===== src/hdl/mi4_pkg.sv =====
// Shared types, constants and address helper for the 4x4 matrix inverse block.
package mi4_pkg;

    localparam int MAT_N = 4 * 4;
    localparam int IDX_W = 4;
    localparam int VAL_W = 32;

    typedef enum logic [1:0] {A_HOLD, A_ELEM, A_PROD, A_COF} a_sel_t;
    typedef enum logic [1:0] {B_HOLD, B_MEM, B_C} b_sel_t;
    typedef enum logic [1:0] {S_HOLD, S_CLR, S_ADD, S_SUB} sum_op_t;

    typedef struct packed {
        logic             mem_we;
        logic [IDX_W-1:0] rd_addr;
        a_sel_t           a_sel;
        b_sel_t           b_sel;
        logic             c_ld;
        logic             mul_go;
        logic             mul_first;
        sum_op_t          sum_op;
        logic             cof_we;
        logic             cof_neg;
        logic [IDX_W-1:0] cof_addr;
        logic             det_ld;
        logic             div_ld;
        logic             div_step;
        logic             out_ld;
        logic [IDX_W-1:0] out_idx;
    } mi4_cmd_t;

    typedef struct packed {
        logic det_zero;
    } mi4_stat_t;

    // Column order of the three factors in each term of a 3x3 determinant;
    // the first three terms add, the last three subtract.
    function automatic logic [5:0] perm3(input logic [2:0] term);
        logic [5:0] p;
        case (term)
            3'd0:    p = {2'd0, 2'd1, 2'd2};
            3'd1:    p = {2'd1, 2'd2, 2'd0};
            3'd2:    p = {2'd2, 2'd0, 2'd1};
            3'd3:    p = {2'd0, 2'd2, 2'd1};
            3'd4:    p = {2'd2, 2'd1, 2'd0};
            3'd5:    p = {2'd1, 2'd0, 2'd2};
            default: p = {2'd0, 2'd1, 2'd2};
        endcase
        return p;
    endfunction

    // Store address of factor fac of term for the cofactor placed at inverse
    // position idx: drop row idx%4 and column idx/4.
    function automatic logic [IDX_W-1:0] elem_addr(input logic [IDX_W-1:0] idx,
                                                   input logic [2:0] term,
                                                   input logic [1:0] fac);
        logic [5:0] p;
        logic [1:0] c;
        logic [1:0] row;
        logic [1:0] col;
        p   = perm3(term);
        c   = p[5 - 2*fac -: 2];
        row = fac + ((fac >= idx[1:0]) ? 2'd1 : 2'd0);
        col = c + ((c >= idx[3:2]) ? 2'd1 : 2'd0);
        return {row, col};
    endfunction

endpackage


===== src/hdl/mi4_ctrl.sv =====
// Controller: load, cofactor, determinant, divide and output sequencing.
module mi4_ctrl import mi4_pkg::*; #(
    parameter int DATA_WIDTH = 32
) (
    input  logic      aclk,
    input  logic      aresetn,
    input  logic      s_valid,
    output logic      s_ready,
    output logic      m_valid,
    input  logic      m_ready,
    input  mi4_stat_t stat,
    output mi4_cmd_t  cmd
);

    localparam int CW = $clog2(DATA_WIDTH);

    typedef enum logic [4:0] {
        LOAD, T1, T2, T3, T4, T5, T6, T7, T8, T9, T10, CWR,
        D1, D2, D3, D4, D5, D6, D7, D8, DLAT,
        V1, V2, VSTEP, VOUT, OUT
    } state_t;

    state_t           state_reg, state_next;
    logic [IDX_W-1:0] cnt_reg, cnt_next;
    logic [IDX_W-1:0] i_reg, i_next;
    logic [2:0]       s_reg, s_next;
    logic [1:0]       j_reg, j_next;
    logic [CW-1:0]    step_reg, step_next;
    logic             m_valid_reg, m_valid_next;

    assign s_ready = (state_reg == LOAD);
    assign m_valid = m_valid_reg;

    always_comb begin
        cmd          = '0;
        state_next   = state_reg;
        cnt_next     = cnt_reg;
        i_next       = i_reg;
        s_next       = s_reg;
        j_next       = j_reg;
        step_next    = step_reg;
        m_valid_next = m_valid_reg;
        case (state_reg)
            LOAD: begin
                cmd.rd_addr = cnt_reg;
                cmd.mem_we  = s_valid;
                if (s_valid) begin
                    cnt_next = cnt_reg + 1'b1;
                    if (cnt_reg == IDX_W'(MAT_N - 1)) begin
                        i_next     = '0;
                        s_next     = '0;
                        state_next = T1;
                    end
                end
            end
            T1: begin
                cmd.rd_addr = elem_addr(i_reg, s_reg, 2'd0);
                if (s_reg == 3'd0) cmd.sum_op = S_CLR;
                state_next = T2;
            end
            T2: begin
                cmd.a_sel   = A_ELEM;
                cmd.rd_addr = elem_addr(i_reg, s_reg, 2'd1);
                state_next  = T3;
            end
            T3: begin
                cmd.b_sel   = B_MEM;
                cmd.rd_addr = elem_addr(i_reg, s_reg, 2'd2);
                state_next  = T4;
            end
            T4: begin
                cmd.c_ld      = 1'b1;
                cmd.mul_go    = 1'b1;
                cmd.mul_first = 1'b1;
                state_next    = T5;
            end
            T5: state_next = T6;
            T6: begin
                cmd.a_sel  = A_PROD;
                cmd.b_sel  = B_C;
                state_next = T7;
            end
            T7: begin
                cmd.mul_go    = 1'b1;
                cmd.mul_first = 1'b1;
                state_next    = T8;
            end
            T8: begin
                cmd.mul_go = 1'b1;
                state_next = T9;
            end
            T9: state_next = T10;
            T10: begin
                cmd.sum_op = (s_reg < 3'd3) ? S_ADD : S_SUB;
                if (s_reg == 3'd5) begin
                    state_next = CWR;
                end else begin
                    s_next     = s_reg + 1'b1;
                    state_next = T1;
                end
            end
            CWR: begin
                cmd.cof_we   = 1'b1;
                cmd.cof_addr = i_reg;
                cmd.cof_neg  = i_reg[0] ^ i_reg[2];
                s_next       = '0;
                if (i_reg == IDX_W'(MAT_N - 1)) begin
                    j_next     = '0;
                    state_next = D1;
                end else begin
                    i_next     = i_reg + 1'b1;
                    state_next = T1;
                end
            end
            D1: begin
                cmd.rd_addr  = {2'b00, j_reg};
                cmd.cof_addr = {j_reg, 2'b00};
                if (j_reg == 2'd0) cmd.sum_op = S_CLR;
                state_next = D2;
            end
            D2: begin
                cmd.a_sel  = A_COF;
                cmd.b_sel  = B_MEM;
                state_next = D3;
            end
            D3: begin
                cmd.mul_go    = 1'b1;
                cmd.mul_first = 1'b1;
                state_next    = D4;
            end
            D4: begin
                cmd.mul_go = 1'b1;
                state_next = D5;
            end
            D5: begin
                cmd.mul_go = 1'b1;
                state_next = D6;
            end
            D6: begin
                cmd.mul_go = 1'b1;
                state_next = D7;
            end
            D7: state_next = D8;
            D8: begin
                cmd.sum_op = S_ADD;
                if (j_reg == 2'd3) begin
                    state_next = DLAT;
                end else begin
                    j_next     = j_reg + 1'b1;
                    state_next = D1;
                end
            end
            DLAT: begin
                cmd.det_ld = 1'b1;
                i_next     = '0;
                state_next = V1;
            end
            V1: begin
                cmd.cof_addr = i_reg;
                // skip the divide when the matrix is singular
                state_next   = stat.det_zero ? VOUT : V2;
            end
            V2: begin
                cmd.div_ld = 1'b1;
                step_next  = CW'(DATA_WIDTH - 1);
                state_next = VSTEP;
            end
            VSTEP: begin
                cmd.div_step = 1'b1;
                if (step_reg == '0) begin
                    state_next = VOUT;
                end else begin
                    step_next = step_reg - 1'b1;
                end
            end
            VOUT: begin
                cmd.out_ld   = 1'b1;
                cmd.out_idx  = i_reg;
                m_valid_next = 1'b1;
                state_next   = OUT;
            end
            OUT: begin
                if (m_ready) begin
                    m_valid_next = 1'b0;
                    if (i_reg == IDX_W'(MAT_N - 1)) begin
                        i_next     = '0;
                        state_next = LOAD;
                    end else begin
                        i_next     = i_reg + 1'b1;
                        state_next = V1;
                    end
                end
            end
            default: state_next = LOAD;
        endcase
    end

    always_ff @(posedge aclk) begin
        if (!aresetn) begin
            state_reg   <= LOAD;
            cnt_reg     <= '0;
            i_reg       <= '0;
            s_reg       <= '0;
            j_reg       <= '0;
            step_reg    <= '0;
            m_valid_reg <= 1'b0;
        end else begin
            state_reg   <= state_next;
            cnt_reg     <= cnt_next;
            i_reg       <= i_next;
            s_reg       <= s_next;
            j_reg       <= j_next;
            step_reg    <= step_next;
            m_valid_reg <= m_valid_next;
        end
    end

endmodule


===== config.mk =====
export PLATFORM = sky130hd
export DESIGN_NAME = mi4_ctrl
export DESIGN_NICKNAME = d
export VERILOG_FILES = /design/src/hdl/mi4_pkg.sv /design/src/hdl/mi4_ctrl.sv
export SDC_FILE = /design/constraint.sdc
export NUM_CORES = 1
export LEC_CHECK = 0
export BUFFER_PORTS_ARGS = -buffer_cell sky130_fd_sc_hd__buf_2
export CORE_MARGIN = 4
export CORE_UTILIZATION = 60
export DETAILED_ROUTE_END_ITERATION = 7
export GPL_ROUTABILITY_DRIVEN = 1
export PLACE_DENSITY = 0.83
export SLEW_MARGIN = 25
export SYNTH_ARGS = -nofsm -noshare
export SYNTH_HDL_FRONTEND = slang
export SYNTH_SLANG_ARGS = --single-unit

===== constraint.sdc =====
create_clock -name aclk -period 5.5 [get_ports aclk]
set_input_delay 0 -clock aclk [delete_from_list [all_inputs] [get_ports aclk]]
set_output_delay 0 -clock aclk [all_outputs]
set_load 0.01 [all_outputs]

# Word-level counts from Yosys, hierarchy flattened
# Cells that the tools add are included.
[classes] add_sub_neg=10 mul=0 div=0 n_lt_le_gt_ge=7 eq_ne=42 n_shift=0 mux=54 bitwise_logic=1 n_reduce_logical=20
[ops] cell="5-bit one-hot mux with 26 select lines" n=1
[ops] cell="5-bit == test (second input constant)" n=10
[ops] cell="5-bit by 4-bit == test with 1-bit output (second input constant)" n=8
[ops] cell="5-bit 2-to-1 mux" n=8
[ops] cell="4-bit 2-to-1 mux" n=9
[ops] cell="6-bit one-hot mux with 5 select lines" n=1
[ops] cell="5-bit by 3-bit == test with 1-bit output (second input constant)" n=4
[ops] cell="4-bit one-hot mux with 5 select lines" n=1
[ops] cell="1-bit 2-to-1 mux" n=17
[ops] cell="2-bit inequality test (second input constant)" n=8
[ops] cell="4-bit one-hot mux with 4 select lines" n=1
[ops] cell="5-bit by 2-bit == test with 1-bit output (second input constant)" n=2
[ops] cell="5-bit zero test" n=2
[ops] cell="5-bit one-hot mux with 2 select lines" n=1
[ops] cell="3-bit 2-to-1 mux" n=3
[ops] cell="3-bit one-hot mux with 3 select lines" n=1
[ops] cell="4-bit by 1-bit adder with 4-bit output (second input constant)" n=2
[ops] cell="4-bit == test (second input constant)" n=2
[ops] cell="2-bit 2-to-1 mux" n=4
[ops] cell="2-bit one-hot mux with 2 select lines" n=2
[ops] cell="2-bit one-hot mux with 4 select lines" n=1
[ops] cell="4-bit one-hot mux with 2 select lines" n=1
[ops] cell="4-bit AND reduction" n=2
[ops] cell="7-bit OR reduction" n=1
[ops] cell="30 further kinds" n=42
[word_totals] regBits=24 latch_bits=0 mem_bits_rw=0 mem_bits_ro=0 in_bits=5 out_inout_bits=30 wordCells=141 memories=0

# Logic depth before layout (Yosys ltp)
# Gate-level depths: netlist of run 1.
[logic_depth] depth_word=7 depth_mapped=12 mapped_depth_nobuf=11

# Least setup slack after synthesis of run 1
# Ideal clock, no wire load.
[synth_path] kind="register -> output" startpoint="register s_reg[2]" endpoint="output cmd[23] (netlist name)" arrival_time_ps=2268 t_required_ps=5500 setup_slack_ps=3232 path_stages_with_launch=11 cell_sequence="dfxtp_1 -> clkbuf_1 -> inv_1 -> ha_1 -> nand2b_1 -> a32o_1 -> ha_1 -> a21o_1 -> ha_1 -> a22oi_1 -> nand3_1"
[synth_rtl] element="start: declaration" line_no="mi4_ctrl.sv:26" rtl="logic [2:0] s_reg, s_next;"
[synth_rtl] element="start signal: assignment" line_no="mi4_ctrl.sv:211" rtl="s_reg <= s_next;"
[synth_rtl] element="end: declaration" line_no="mi4_ctrl.sv:12" rtl="output mi4_cmd_t cmd"

==> results by group, run 1 <==
Yosys
  • Main synth FF type: dfxtp_1
  • Most common cell in the netlist: nor2_1
  • Number of flops mapped to enable cells by yosys: 0
  • Syn avg cell area: between 7 and 8 um^2
  • Post-synth ARST share: 0%
  • Number of register bits inferred by synthesis: 24
  • Ranking of synthesized cells by area: dfxtp_1 21%, ha_1 13%, nor2_1 6.1%
  • Mapped cell area: 0.00234 mm^2
  • Mapped Nets: approximately 340
  • Ys Warns: 0
  • Count of cell types in the netlist: between 60 and 70
  • Area share of the largest cell type after synthesis: 20.6%
  • Commonest cells post-synth: 38 x nor2_1, 27 x nand2_1, 24 x dfxtp_1, 24 x ha_1, 22 x inv_1
  • Register area share after synthesis: about a fifth
  • Leading area contributor after synthesis: dfxtp_1
  • Post-Syn Instances: roughly 310

Timing
  • Fin crit period: approximately 2.7 ns
  • Least-Margin Pin Slew: slightly below 1 ns
  • Slew Viols, Final: 0
  • Final Hold Fails: 0
  • Final setup fails: 0
  • Fmax: between 300 and 400 MHz
  • Worst slew margin: 33.8%
  • RSZ-0062 raised after global routing: no
  • Skew final: approximately 0.006 ns
  • Fin crit share: between 40% and 50%
  • Setup total negative slack: 0 ns

Critical path
  • Startpoint types: flop
  • Crit path capture type: primary output
  • Worst Path Arrival: 2.71 ns
  • Setup CP Type: reg2out
  • Worst EP required: about 5.5 ns
  • Max Fanout on Critical Path: 8

Finish
  • Fin nets: about 360
  • Final Cell Area: 0.00256 mm^2
  • Antenna fix cells: 0
  • Synthesis-to-layout area growth: 9.42%
  • Share of layout cells above drive strength 1: between 10% and 20%

Clock tree
  • Clock Path Buffers: 2
  • CTS tree: built
  • Number of sinks on the clock net: 24
  • Setup bufs post-CTS: 0
  • Total CTS buffers: 3
  • Worst skew pair latency: 0.28 ns
  • Hold-fix buffer count after cts: 0
  • CTS root buffer: clkbuf_8
  • Reg clk slew, reported paths: approximately 0.10 ns
  • CTS resizes: 0
  • H-tree Lvls: 1

Place
  • Post-DP HPWL: between 4 and 5 mm
  • Post-place instance area: roughly 0.0025 mm^2
  • Placer congestion estimate: between 0.8 and 0.9
  • IO Port Bufs: 34

Detailed routing
  • Post-DR wirelength/cell: between 15 and 20 um
  • Via count: about 2.3k
  • Avg Vias per Cell: about 5.9
  • Total length of routed wires: 5.76 mm
  • DRT antenna net count: 0
  • Initial drt markers: 320
  • Pre-antenna DRT Iters: 4
  • DRC viols: 0

GRT
  • Vias in the first global route: 1986
  • Gr ovfl total: 0
  • Total Routing Usage GR: about a quarter
  • First-pass GRT wire length: just under 10 mm
  • Initial antenna violation count: 0
  • Largest net degree at the start of global routing: 33

Status
  • Status: complete, no violations

Power and ir drop
  • Leak: about 1.0 nW
  • Pwr dens: ~180 mW/mm^2
  • Maximum VDD drop: approximately 0.18 mV
  • Total power: approximately 0.47 mW

Floorplanning
  • Initial core utilization: between 60 and 70%
  • Die Area: 0.00496 mm^2
  • Placeable Area: approximately 0.0037 mm^2
  • Die width: between 70 and 80 um
  • Chip height: about 70 um
  • Ports: 35
  • FP Rows: 22

Job
  • # Max-Cap Violations: 0

Hold path
  • Worst hold path type: in2reg
==> stage by stage <==
stage	worst slack [ns]	hold slack [ns]	utilization (%)	std cells
final	2.79	0.0448	68.8	381
after global routing	2.65	0.0603	68.8	381
after CTS	2.80	0.0503	68.8	381
after detailed placement	3.03	0.345	66.9	377
after global placement	3.09	0.343	66.9	377
after floorplan	3.23	0.286	-	313
==> worst paths after layout <==
check | startpoint | end | slack, ns | depth (start not counted)
max reg2reg | state_reg[3] | i_reg[3] | 2.97 | 5
min | aresetn | step_reg[4] | 0.04 | 2
min reg2reg | i_reg[3] | i_reg[3] | 0.51 | 2
max | s_reg[2] | cmd[23] | 2.79 | 10
==> cell usage in the layout (no fill, tap or decap), types with 6 or more instances in the layout <==
cell type,count
inv_1,22
dfxtp_1,24
buf_2,34
o21ai_0,14
nor2_1,38
nand2_1,27
ha_1,24
nor3_1,16
a22oi_1,7
a21oi_1,14
nand2b_1,12
nand3_1,8
xor2_1,6
xnor2_1,6
==> where the power goes <==
part	switching (mW)	internal (mW)
Sequential	0.0151	0.179
Clock	0.0661	0.0975
Combinational	0.0614	0.0490
Total	0.143	0.325
==> final cells by class <==
| type | instances | area (um^2) |
|---|---|---|
| multi-input combinational | 247 | 1680 |
| clock buffer | 3 | 41.3 |
| timing repair buffer | 35 | 178 |
| fill | 320 | 1160 |
| inverter | 23 | 86.3 |
| clock inverter | 1 | 30.0 |
| tap | 48 | 60.1 |
| sequential | 24 | 480 |
==> critical path: stages, from the launching register on <==
cell	delay (ns)
dfxtp_1	0.46
inv_1	0.16
ha_1	0.36
nand2b_1	0.09
a32o_1	0.29
ha_1	0.28
a21o_1	0.16
ha_1	0.27
a22oi_1	0.15
nand3_1	0.08
buf_2	0.14
==> layer usage <==
metal  global-route usage [%]  up-vias  wire length (um)
li1                         -     1143                 -
met1                     33.4     1029              2650
met2                     36.2       86              2650
met3                     5.18        6               416
met4                     4.47        0                44
met5                        0        -                 0
==> kinds of logic after synthesis <==
logic type / Yosys count / synth area share, %
and+or+nand+nor: 136 / 30.6
muxes: 5 / 2.14
DFF: 24 / 20.6
xor gates and xnor gates: 12 / 4.50
buffers and inverters: 42 / 7.49
adders and majority gates: 24 / 12.8
AOI/OAI and AO/OA: 70 / 21.9
(Power assumes the default switching activity.)
==> run 2, diff against run 1 <==
--- a/config.mk
+++ b/config.mk
@@ -7,10 +7,10 @@
 export LEC_CHECK = 0
 export BUFFER_PORTS_ARGS = -buffer_cell sky130_fd_sc_hd__buf_2
 export CORE_MARGIN = 4
-export CORE_UTILIZATION = 60
+export CORE_UTILIZATION = 58
 export DETAILED_ROUTE_END_ITERATION = 7
 export GPL_ROUTABILITY_DRIVEN = 1
-export PLACE_DENSITY = 0.83
+export PLACE_DENSITY = 0.81
 export SLEW_MARGIN = 25
 export SYNTH_ARGS = -nofsm -noshare
 export SYNTH_HDL_FRONTEND = slang
==> constraint.sdc (replaced) <==
create_clock -name aclk -period 2.6 [get_ports aclk]
set_input_delay 0 -clock aclk [delete_from_list [all_inputs] [get_ports aclk]]
set_output_delay 0 -clock aclk [all_outputs]
set_load 0.01 [all_outputs]
==> run 2 against run 1 <==
Compared with the run above: wire length up 2.1%; flip-flop and latch count did not move; largest cell class unchanged; core utilization increased by 1.3 points; critical path depth did not move; non-clock buffer count is 8 higher; hold slack improved by 0.016 ns; combinational power rose by 130%; final cell count up 2.1%; via count grew 3.5%; die area up 3.0%.
==> results by group, run 2 (synthesis results as in run 1) <==
Clock tree
  • CTS tree: built
  • Worst skew pair latency: 0.27 ns (about the same)
  • H-tree Lvls: 1 (unchanged)
  • Reg clk slew, reported paths: 0.09 ns (about the same)
  • Clock Path Buffers: 2 (unchanged)
  • Number of sinks on the clock net: 24 (unchanged)
  • Total CTS buffers: 3 (unchanged)
  • CTS root buffer: clkbuf_8

Power and ir drop
  • Sequential fraction of design power: 40.5% (-0.9 points)
  • Switching power: 0.291 mW (+100%)
  • Total power: 0.984 mW (+110%)
  • Net Sw Frac: 29.6% (-0.87 points)
  • Power share of the clock group: 33.9% (-1.1 points)
  • Maximum VDD drop: 0.297 mV (+64%)
  • Leak: 1.08 nW (+4.8%)
  • Comb pwr share: 25.6% (+2.0 points)
  • Int Pwr: 0.693 mW (+110%)
  • Pwr dens: 373 mW/mm^2 (+100%)

Critical path
  • Register-to-register setup slack: 0.53 ns (-2.44 ns)
  • Max Fanout on Critical Path: 5 (-3)
  • RR Endpoint: state_reg[2]
  • Setup CP Type: reg2out
  • Reg2reg start: state_reg[1]
  • Startpoint types: flop
  • Worst EP required: 2.60 ns (-2.90 ns)
  • Reg2Reg Depth: 5 (unchanged)
  • Worst Path Arrival: 2.49 ns (-0.22 ns)
  • Crit path capture type: primary output

Finish
  • Fin nets: 371 (+2.2%)
  • Commonest cells after routing, fill and taps aside: 38 x nor2_1, 34 x buf_2, 27 x nand2_1, 22 x ha_1
  • Most common library cell in the layout ignoring fill and taps: nor2_1
  • Synthesis-to-layout area growth: 13.1%
  • Share of layout cells above drive strength 1: 19.4% (+4.0 points)
  • Fin util: 70.1% (+1.3 points)
  • Antenna fix cells: 0 (unchanged)
  • Fillers: 327 (+2.2%)

Floorplanning
  • Chip height: 71.5 um (+1.5%)
  • FP Rows: 22 (unchanged)
  • Die Area: 0.00511 mm^2 (+3.0%)
  • Placeable Area: 0.00377 mm^2 (+1.5%)
  • Ports: 35 (unchanged)
  • Initial core utilization: 62.0% (-0.92 points)
  • Die width: 71.5 um (+1.5%)

Place
  • Placer congestion estimate: 0.883 (-1.1%)
  • IO Port Bufs: 34 (unchanged)
  • Post-DP HPWL: 4.52 mm (+5.5%)

Timing
  • Slew Viols, Final: 0 (unchanged)
  • Fmax: between 400 and 500 MHz
  • Final setup fails: 0 (unchanged)
  • Fin crit period: about 2.5 ns
  • Fin crit share: between 90% and 100%
  • Worst slew margin: 65.8% (+32 points)
  • Final Hold Fails: 0 (unchanged)
  • RSZ-0062 raised after global routing: yes
  • Skew final: 0.00246 ns (-0.00340 ns)
  • Least-Margin Pin Slew: 0.513 ns (-0.479 ns)

Hold path
  • Hold path cells: 2 (unchanged)
  • Hold Path Sink: step_reg[3]
  • Worst hold path type: in2reg
  • Min-delay src: aresetn

GRT
  • Total Routing Usage GR: 23.6% (+0.16 points)
  • GR Util met1: 32.5% (-0.91 points)
  • Most Crowded Layer GR: met2
  • Initial antenna violation count: 0 (unchanged)
  • Gr ovfl total: 0 (unchanged)
  • GRT met3 Usage: 3.65% (-1.5 points)
  • Met2 demand-to-capacity share in global routing: 37.9% (+1.7 points)
  • Largest net degree at the start of global routing: 21 (-36%)
  • Vias in the first global route: 2167 (+9.1%)
  • First-pass GRT wire length: 9.94 mm (+3.1%)

Detailed routing
  • Via count: 2344 (+3.5%)
  • Total length of routed wires: 5.88 mm (+2.1%)
  • Post-DR wirelength/cell: 15.1 um (about the same)
  • DRT antenna net count: 0 (unchanged)
  • DRC viols: 0 (unchanged)
  • Initial drt markers: 144 (-55%)
  • Avg Vias per Cell: 6.03 (+1.4%)
  • Pre-antenna DRT Iters: 5 (+1)

Job
  • # Max-Cap Violations: 0 (unchanged)

Status
  • Status: complete, no violations
-- run 2: cell types whose count changed in the layout (fill, tap and decap cells not counted) --
cell     change
a32o_2       +1
ha_4         +1
inv_2        +1
a32o_1       -1
inv_1        -1
ha_1         -2
dfxtp_2      +1
dfxtp_4      +2
buf_4        +8
dfxtp_1      -3
ha_2         +1
-- run 2: layout make-up --
cell class / instances / area, um^2 / share of cell area, %
multi-input cells: 247 / 1700 / 64.3
well taps: 48 / 60.1 / 2.27
inverters: 23 / 86.3 / 3.27
repair buffers: 43 / 238 / 9.00
flip-flops and latches: 24 / 489 / 18.5
clock buffers: 3 / 41.3 / 1.56
clock inverters: 1 / 30.0 / 1.14
-- run 2: power groups by stage --
stage | combinational (mW) | clock [mW] | sequential (mW)
floorplan | 0.200 | 0 | 0.395
global placement | 0.249 | 0 | 0.407
detailed placement | 0.250 | 0 | 0.408
CTS | 0.251 | 0.339 | 0.398
global route | 0.277 | 0.349 | 0.399
finish | 0.252 | 0.333 | 0.399
-- run 2: what timing repair did --
item | in CTS | in global routing
buffers inserted | 0 | 1
gates resized for setup | 4 | 5
endpoints found under the setup margin | 2 | 3
hold endpoints to repair | 0 | 0
hold buffers | 0 | 0
-- run 2: per-stage QoR --
step                      instances  setup WS [ns]  area (um^2)  hold slack (ns)  TNS, ns
after floorplan                 313          0.332         2340            0.286        0
after global placement          384          0.284         2540            0.353        0
after detailed placement        384          0.195         2540            0.353        0
after CTS                       388         0.0243         2630           0.0548        0
after global routing            389        -0.0101         2640           0.0608  -0.0101
final                           389          0.106         2640           0.0607        0
-- run 2: worst max-delay path by stage --
stage	from	endpoint	slack, ns	cells past startpoint
6_report	s_reg[1]	cmd[23]	0.11	10
5_1_grt	s_reg[1]	cmd[23]	-0.01	10
4_1_cts	s_reg[1]	cmd[23]	0.02	10
3_5_place_dp	s_reg[2]	cmd[23]	0.19	10
3_3_place_gp	s_reg[2]	cmd[23]	0.28	10
2_1_floorplan	s_reg[2]	cmd[23]	0.33	10
-- run 2: layer usage --
layer / part of all wire, % / vias to the layer above
met2: 49 / 75
met1: 44 / 1098
met3: 4.9 / 16
li1: - / 1155
met5: 0 / -
met4: 2.2 / 0
-- run 2: critical path, stage by stage, from the launching register on --
cell	delay [ns]
dfxtp_4	0.37
buf_4	0.15
ha_4	0.27
nand2b_1	0.08
a32o_2	0.29
ha_1	0.27
a21o_1	0.16
ha_1	0.26
a22oi_1	0.16
nand3_1	0.09
buf_2	0.14
